[config.mk]
export PLATFORM = sky130hd
export DESIGN_NAME = ufc_frame_track
export DESIGN_NICKNAME = d
export VERILOG_FILES = /design/src/sv/ufc_pkg.sv /design/src/sv/ufc_frame_track.sv
export SDC_FILE = /design/constraint.sdc
export NUM_CORES = 1
export LEC_CHECK = 0
export BUFFER_PORTS_ARGS = -buffer_cell sky130_fd_sc_hd__buf_4
export CAP_MARGIN = 20
export CELL_PAD_IN_SITES_DETAIL_PLACEMENT = 1
export CELL_PAD_IN_SITES_GLOBAL_PLACEMENT = 1
export CORE_ASPECT_RATIO = 1.1
export CORE_UTILIZATION = 35
export CTS_CLUSTER_DIAMETER = 40
export DETAILED_ROUTE_END_ITERATION = 8
export GPL_ROUTABILITY_DRIVEN = 0
export PLACE_DENSITY = 0.74
export SETUP_SLACK_MARGIN = 0.3
export SYNTH_ARGS = -nofsm -noshare
export SYNTH_HDL_FRONTEND = slang
export SYNTH_SLANG_ARGS = --single-unit
export TNS_END_PERCENT = 5
[constraint.sdc]
create_clock -name clk_i -period 12.5 [get_ports clk_i]
set_clock_uncertainty 0.2 [all_clocks]
set_input_delay 0.625 -clock clk_i [delete_from_list [all_inputs] [get_ports clk_i]]
set_output_delay 0.625 -clock clk_i [all_outputs]
set_load 0.01 [all_outputs]
[src/sv/ufc_pkg.sv]
// ----------------------------------------------------------------------------
// ufc_pkg
// Shared types, constants and the bytewise crc step of the update frame
// checker.
// ----------------------------------------------------------------------------
`default_nettype none

package ufc_pkg;

  // frame layout and limits
  localparam int unsigned MAX_FRAME_BYTES_DEF = 1024;
  localparam int unsigned MIN_FRAME_BYTES     = 1 + 1 + 2 + 4 + 1;
  localparam int unsigned POS_W               = 17;
  localparam logic [POS_W-1:0] POS_LIMIT      = '1;

  // crc-32, msb first, no final xor
  localparam logic [31:0] CRC_INIT = 32'hFFFF_FFFF;
  localparam logic [31:0] CRC_POLY = 32'h04C1_1DB7;

  // configuration register defaults
  localparam logic [7:0] START_MARKER_RST = 8'hAA;
  localparam logic [7:0] END_MARKER_RST   = 8'hBB;

  // configuration register indexes
  localparam int unsigned CFG_IDX_W = 1;
  localparam logic [CFG_IDX_W-1:0] CFG_START_MARKER = 1'b0;
  localparam logic [CFG_IDX_W-1:0] CFG_END_MARKER   = 1'b1;

  // frame status codes, the lowest failing code wins
  typedef enum logic [2:0] {
    ST_OK        = 3'd0,
    ST_SHORT     = 3'd1,
    ST_BAD_START = 3'd2,
    ST_BAD_END   = 3'd3,
    ST_LEN_MISM  = 3'd4,
    ST_CRC_MISM  = 3'd5,
    ST_OVERSIZE  = 3'd6
  } ufc_status_e;

  // one frame report
  typedef struct packed {
    ufc_status_e status;
    logic [7:0]  packet_kind;
    logic [15:0] payload_length;
    logic [7:0]  first_payload;
    logic [31:0] computed_check;
  } ufc_result_t;

  // one byte through the crc, eight shift steps
  function automatic logic [31:0] crc_byte(input logic [31:0] crc_in,
                                           input logic [7:0]  data);
    logic [31:0] crc;
    crc = crc_in ^ {data, 24'h0};
    for (int k = 0; k < 8; k++) begin
      crc = crc[31] ? ({crc[30:0], 1'b0} ^ CRC_POLY) : {crc[30:0], 1'b0};
    end
    return crc;
  endfunction

endpackage

`default_nettype wire

[src/sv/ufc_frame_track.sv]
// ----------------------------------------------------------------------------
// ufc_frame_track
// Per-frame state: byte position, header fields, running and received crc.
// Forms the frame report on the final byte and clears for the next frame.
// ----------------------------------------------------------------------------
`default_nettype none

module ufc_frame_track import ufc_pkg::*; #(
  parameter int unsigned MAX_FRAME_BYTES = MAX_FRAME_BYTES_DEF
) (
  input  wire logic        clk_i,
  input  wire logic        rst_ni,
  input  wire logic        en_i,
  input  wire logic [7:0]  byte_i,
  input  wire logic        last_i,
  input  wire logic [7:0]  start_marker_i,
  input  wire logic [7:0]  end_marker_i,
  output ufc_result_t      result_o
);

  logic [POS_W-1:0] pos_q, pos_d;
  logic [31:0]      crc_q, crc_d;
  logic [31:0]      rx_q, rx_d;
  logic [7:0]       kind_q, kind_d;
  logic [15:0]      len_q, len_d;
  logic [7:0]       first_q, first_d;
  logic             start_good_q, start_good_d;

  logic [POS_W:0]   pos_ext;
  logic [POS_W:0]   pay_end;
  logic [POS_W:0]   rx_end;
  logic [POS_W:0]   expect_cnt;

  // place the byte by its position in the frame
  always_comb begin
    start_good_d = start_good_q;
    kind_d       = kind_q;
    len_d        = len_q;
    first_d      = first_q;
    crc_d        = crc_q;
    rx_d         = rx_q;
    pos_ext      = {1'b0, pos_q};
    pay_end      = {{(POS_W+1-16){1'b0}}, len_q} + (POS_W+1)'(4);
    rx_end       = pay_end + (POS_W+1)'(4);
    if (pos_q == POS_W'(0)) begin
      start_good_d = (byte_i == start_marker_i);
    end else if (pos_q == POS_W'(1)) begin
      kind_d = byte_i;
    end else if (pos_q == POS_W'(2)) begin
      len_d = {len_q[15:8], byte_i};
    end else if (pos_q == POS_W'(3)) begin
      len_d = {byte_i, len_q[7:0]};
    end else if (pos_ext < pay_end) begin
      if (pos_q == POS_W'(4)) begin
        first_d = byte_i;
      end
      crc_d = crc_byte(crc_q, byte_i);
    end else if (pos_ext < rx_end) begin
      rx_d = {byte_i, rx_q[31:8]};
    end
    pos_d = (pos_q == POS_LIMIT) ? pos_q : pos_q + POS_W'(1);
  end

  // status in priority order, from the updated state
  always_comb begin
    expect_cnt = {{(POS_W+1-16){1'b0}}, len_d} + (POS_W+1)'(MIN_FRAME_BYTES);
    if (pos_d < POS_W'(MIN_FRAME_BYTES)) begin
      result_o.status = ST_SHORT;
    end else if (!start_good_d) begin
      result_o.status = ST_BAD_START;
    end else if (byte_i != end_marker_i) begin
      result_o.status = ST_BAD_END;
    end else if ({1'b0, pos_d} != expect_cnt) begin
      result_o.status = ST_LEN_MISM;
    end else if (crc_d != rx_d) begin
      result_o.status = ST_CRC_MISM;
    end else if (pos_d > POS_W'(MAX_FRAME_BYTES)) begin
      result_o.status = ST_OVERSIZE;
    end else begin
      result_o.status = ST_OK;
    end
    result_o.packet_kind    = kind_d;
    result_o.payload_length = len_d;
    result_o.first_payload  = first_d;
    result_o.computed_check = crc_d;
  end

  // frame state, cleared after the final byte
  always_ff @(posedge clk_i or negedge rst_ni) begin
    if (!rst_ni) begin
      pos_q        <= '0;
      crc_q        <= CRC_INIT;
      rx_q         <= '0;
      kind_q       <= '0;
      len_q        <= '0;
      first_q      <= '0;
      start_good_q <= 1'b0;
    end else if (en_i) begin
      if (last_i) begin
        pos_q        <= '0;
        crc_q        <= CRC_INIT;
        rx_q         <= '0;
        kind_q       <= '0;
        len_q        <= '0;
        first_q      <= '0;
        start_good_q <= 1'b0;
      end else begin
        pos_q        <= pos_d;
        crc_q        <= crc_d;
        rx_q         <= rx_d;
        kind_q       <= kind_d;
        len_q        <= len_d;
        first_q      <= first_d;
        start_good_q <= start_good_d;
      end
    end
  end

  // a final byte leaves a fresh frame behind
  a_clear_after_last: assert property (@(posedge clk_i) disable iff (!rst_ni)
    (en_i && last_i) |=> (pos_q == '0 && crc_q == CRC_INIT && !start_good_q))
    else $error("frame state not cleared after final byte");

  // a middle byte always leaves a nonzero position
  a_pos_advances: assert property (@(posedge clk_i) disable iff (!rst_ni)
    (en_i && !last_i) |=> (pos_q != '0))
    else $error("byte position did not advance");

  // without a byte the frame state holds
  a_hold_idle: assert property (@(posedge clk_i) disable iff (!rst_ni)
    !en_i |=> ($stable(pos_q) && $stable(crc_q) && $stable(len_q)))
    else $error("frame state changed without a byte");

endmodule

`default_nettype wire
==> summary.md <==
| Metric | Value |
|---|---|
| Status | `finished, final reports clean` |
| Top flip-flop cell by instance count after synthesis | `sky130_fd_sc_hd__dfrtp_1` |
| Via count of the first global-routing pass | `8757` |
| Fin worst setup slack | `4.69 ns` |
| Slew at the pin closest to its max-slew limit | `1.12 ns` |
| Data arrival time of the worst path | `6.99 ns` |
| Pin count of the biggest net entering global routing | `59` |
| Minimum clock period | `7.81 ns` |
| Antenna-violating nets left | `0` |
| Worst skew pair latency | `0.44 ns` |
| Distinct cell type count after synthesis | `79` |
| Worst min-delay path category | `input port to asynchronous set/reset pin` |
| Worst path slowest cell | `sky130_fd_sc_hd__or3_1` |
| Post-route setup TNS | `0 ns` |
| Crit Path Class | `flop to output port` |
| Synthesized net count | `1061` |
| Post-cts hold buffer count | `0` |
| Sequence of cells on the critical path | `ha_1, nand3_1, nor2_1, nand2_1, xor2_1, or2_2, nor2_1, nand2_1, or3_1, o31a_1, ha_1, nand3_1, or4_1, a2111oi_0, nor3_1, o221ai_1, or3_1, mux2i_1, xor2_1, nor4_1, nand4_1, nor4_2, o41ai_1, buf_4` |
| Initial core utilization | `35.6%` |
| TritonCTS clock tree | `done` |
| Worst-case clock buffer depth | `2` |
| Cell Count Post-Placement | `1390` |
| Total half-perimeter wirelength after legalization and detailed placement | `23800 µm` |
| Maximum level of the CTS H-tree | `4` |
| Static Leak | `4.69 nW` |
| Endpoint of the worst-slack reg-to-reg timing path | `rx_q[12]` |
| Stages on the worst setup path | `24` |
| Die ar. | `27300 µm²` |
| Post_cts resized | `0` |
| Vertical die dimension | `173 µm` |
| Max-slew violation count | `0` |
| Setup slack of the worst register-to-register path | `6.68 ns` |
| Startpoint types | `flop` |
| Clk pin slew, worst setup/hold paths | `0.06 ns` |
| Number of primary I/O pins | `95` |
| Wire length of the first global-routing pass | `52100 µm` |
| Total of buffers placed on input and output ports | `94` |
| Final-report setup violation count | `0` |
| Average instance area after synthesis | `9.34 µm²` |
| Fraction of final layout cells sized beyond drive strength 1 | `20.7%` |
| Detailed-route via count | `8150` |
| CP required | `11.68 ns` |
| Nets@finish | `1121` |
| Part of the Yosys area used for sequential elements | `31.1%` |
| Max Freq | `128 MHz` |
| Cell type group with the largest total delay on the critical path | `simple AND/OR/NAND/NOR gates` |
| Clock net sink count | `114` |
| DRC marker count from the first detailed-route iteration | `422` |
| Count of synthesis-stage warnings from yosys | `0` |
| All-layer global routing usage | `25.6%` |
| Final Instance Count excl. Fillers | `1422` |
| Biggest cell delay along the critical path | `0.60 ns` |
| DR DRC count | `0` |
| Sum of routed wire length over all layers | `33400 µm` |
| Overall overflow remaining after global route | `0` |
| Area growth syn-to-layout | `16.5%` |
| Share of the cycle needed by the critical path after routing | `62.5%` |
| Flop and latch count out of synthesis | `114` |
| Total standard cell area after synthesis | `9310 µm²` |
| Buffers & Inverters on Critical Path | `1` |
| Number of antenna cells inserted | `0` |
| Post-synthesis cell count | `997` |
| Width of the die | `157 µm` |
| Setup Fix Bufs, Post-CTS | `0` |
| Worst max-slew margin expressed relative to the limit | `24.7%` |
| Router iterations before antenna repair | `4` |
| Wire length per cell | `23.5 µm` |
| Cell count of the worst reg-to-reg path | `20` |
| Pwr per Cell Area | `217 nW/µm²` |
| Initial antenna violation count | `0` |
| Number of enable flip-flop cells after synthesis | `0` |
| Fraction of registers with async set or reset after synthesis | `100%` |
| Via count normalized by instance count | `5.73` |
| CTS Buf Count | `17` |
| Clk Tree Root Cell | `sky130_fd_sc_hd__clkbuf_16` |
| Fillers | `3002` |
| Final count of hold timing violations | `0` |
| Worst hold margin | `0.0776 ns` |
| Kind of end point of the critical path | `output port` |
| Standard-cell row count | `62` |
| VDD IR max | `0.000234 V` |
| Unrepaired setup endpoints after global routing | `false` |
| Setup slack after placement | `5.20 ns` |
| Count of max-cap constraint violations | `0` |
| Reg2Reg Launch Point | `len_q[2]` |
| Largest fanout on the critical path | `12` |
| Std-Cell Core Area | `26100 µm²` |
[metrics by stage]
stage	power [W]	cell area, µm²	utilization [%]
final	0.00236	10800	41.5
after CTS	0.00237	10800	41.5
after detailed placement	0.00181	10200	39.1
after floorplan	0.00134	9310	-
after global routing	0.00247	10800	41.5
after global placement	0.00178	10200	39.1
[final cells by class]
cell class              instances  area (µm²)  share of cell area, %
flip-flops and latches        114        2890                   26.7
clock buffers                  18         439                   4.05
multi-input cells             768        5920                   54.6
well taps                     352         440                   4.06
repair buffers                103         773                   7.13
inverters                      53         199                   1.83
clock inverters                14         179                   1.65
[per-layer routing]
layer | wire, µm | track usage (%) | part of all wire, %
met3 | 1180 | 3.98 | 3.5
met4 | 1720 | 13.8 | 5.2
met1 | 13600 | 30.3 | 41
met2 | 16900 | 44.1 | 51
met5 | 0 | 0 | 0
[cell usage after synthesis (6+ instances only)]
library cell | n | share of area (%)
sky130_fd_sc_hd__xnor2_1 | 97 | 9.1
sky130_fd_sc_hd__dfrtp_1 | 82 | 22
sky130_fd_sc_hd__xor2_1 | 73 | 6.9
sky130_fd_sc_hd__mux2i_1 | 69 | 7.4
sky130_fd_sc_hd__nor2_1 | 58 | 2.3
sky130_fd_sc_hd__inv_1 | 53 | 2.1
sky130_fd_sc_hd__a22o_1 | 51 | 4.8
sky130_fd_sc_hd__a21oi_1 | 49 | 2.6
sky130_fd_sc_hd__nand2_1 | 49 | 2.0
sky130_fd_sc_hd__clkbuf_1 | 38 | 1.5
sky130_fd_sc_hd__ha_1 | 36 | 4.8
sky130_fd_sc_hd__dfstp_2 | 32 | 9.0
sky130_fd_sc_hd__mux2_2 | 26 | 3.1
sky130_fd_sc_hd__nand3_1 | 25 | 1.3
sky130_fd_sc_hd__o21ai_0 | 24 | 1.3
sky130_fd_sc_hd__nand4_1 | 21 | 1.4
sky130_fd_sc_hd__nor3_1 | 19 | 1.0
sky130_fd_sc_hd__nor4_1 | 19 | 1.3
sky130_fd_sc_hd__buf_2 | 14 | 0.75
sky130_fd_sc_hd__o2bb2ai_1 | 14 | 1.3
sky130_fd_sc_hd__a31oi_1 | 11 | 0.74
sky130_fd_sc_hd__nand2b_1 | 10 | 0.67
sky130_fd_sc_hd__and3_1 | 9 | 0.60
sky130_fd_sc_hd__a21o_1 | 7 | 0.56
sky130_fd_sc_hd__and4_1 | 7 | 0.66
sky130_fd_sc_hd__o22a_1 | 7 | 0.66
sky130_fd_sc_hd__o31ai_1 | 7 | 0.56
sky130_fd_sc_hd__o22ai_1 | 6 | 0.40
[worst max path at each step]
stage	from	endpoint	slack, ns
after CTS	len_q[2]	result_o[65]	4.71
after global routing	len_q[2]	result_o[65]	4.08
after floorplan	len_q[2]	result_o[65]	6.66
after detailed placement	len_q[2]	result_o[65]	5.20
final	len_q[2]	result_o[66]	4.69
after global placement	len_q[2]	result_o[65]	5.46
[worst reg2reg max path, delay by kind of cell, from the launching register on]
kind | cells | cell delay, ns
AOI/OAI and AO/OA | 4 | 1.10
xor gates and xnor gates | 1 | 0.20
adders and majority gates | 2 | 0.59
buffers and inverters | 1 | 0.27
DFF | 1 | 0.56
and+or+nand+nor | 12 | 2.79
[cell usage in the layout (no fill, tap or decap), types with 4 or more instances in the layout]
cell	count
sky130_fd_sc_hd__nand4_1	21
sky130_fd_sc_hd__nand2_1	49
sky130_fd_sc_hd__xnor2_1	97
sky130_fd_sc_hd__nor2_1	56
sky130_fd_sc_hd__o22ai_1	6
sky130_fd_sc_hd__buf_4	103
sky130_fd_sc_hd__nand3_1	25
sky130_fd_sc_hd__mux2_2	26
sky130_fd_sc_hd__inv_6	4
sky130_fd_sc_hd__ha_1	36
sky130_fd_sc_hd__nand3b_1	4
sky130_fd_sc_hd__dfstp_2	32
sky130_fd_sc_hd__and3_1	9
sky130_fd_sc_hd__mux2i_1	69
sky130_fd_sc_hd__a21o_1	7
sky130_fd_sc_hd__nand2b_1	10
sky130_fd_sc_hd__inv_1	53
sky130_fd_sc_hd__o31ai_1	7
sky130_fd_sc_hd__o21ai_0	23
sky130_fd_sc_hd__o22a_1	7
sky130_fd_sc_hd__and4_1	7
sky130_fd_sc_hd__nor3_1	19
sky130_fd_sc_hd__clkbuf_16	17
sky130_fd_sc_hd__a31oi_1	11
sky130_fd_sc_hd__a21oi_1	49
sky130_fd_sc_hd__o2bb2ai_1	14
sky130_fd_sc_hd__dfrtp_1	82
sky130_fd_sc_hd__xor2_1	73
sky130_fd_sc_hd__nor4_1	19
sky130_fd_sc_hd__a22o_1	51
[where the power goes]
| part | internal (W) | leakage [nW] | switching, W |
|---|---|---|---|
| Combinational | 0.000552 | 2.92 | 0.000765 |
| Sequential | 0.000449 | 1.48 | 0.0000596 |
| Clock | 0.000322 | 0.294 | 0.000208 |
[state kept, by name, indices dropped and copies added (netlist names)]
| register | flops |
|---|---|
| crc_q | 32 |
| first_q | 8 |
| kind_q | 8 |
| len_q | 16 |
| pos_q | 17 |
| rx_q | 32 |
| start_good_q | 1 |
[cells by family (layout without fill, tap and decap cells)]
group                    after synthesis  in the layout  share of synthesized area (%)
multiplexers                          99             99                           11.3
XOR/XNOR                             174            174                           16.8
AND/OR/NAND/NOR                      248            248                           14.2
buffers and inverters                115            188                           5.47
AO/OA/AOI/OAI                        211            211                           16.4
flip-flops                           114            114                           31.1
adder cells (fa/ha/maj)               36             36                           4.84
Power figures use the tool's default switching activity.
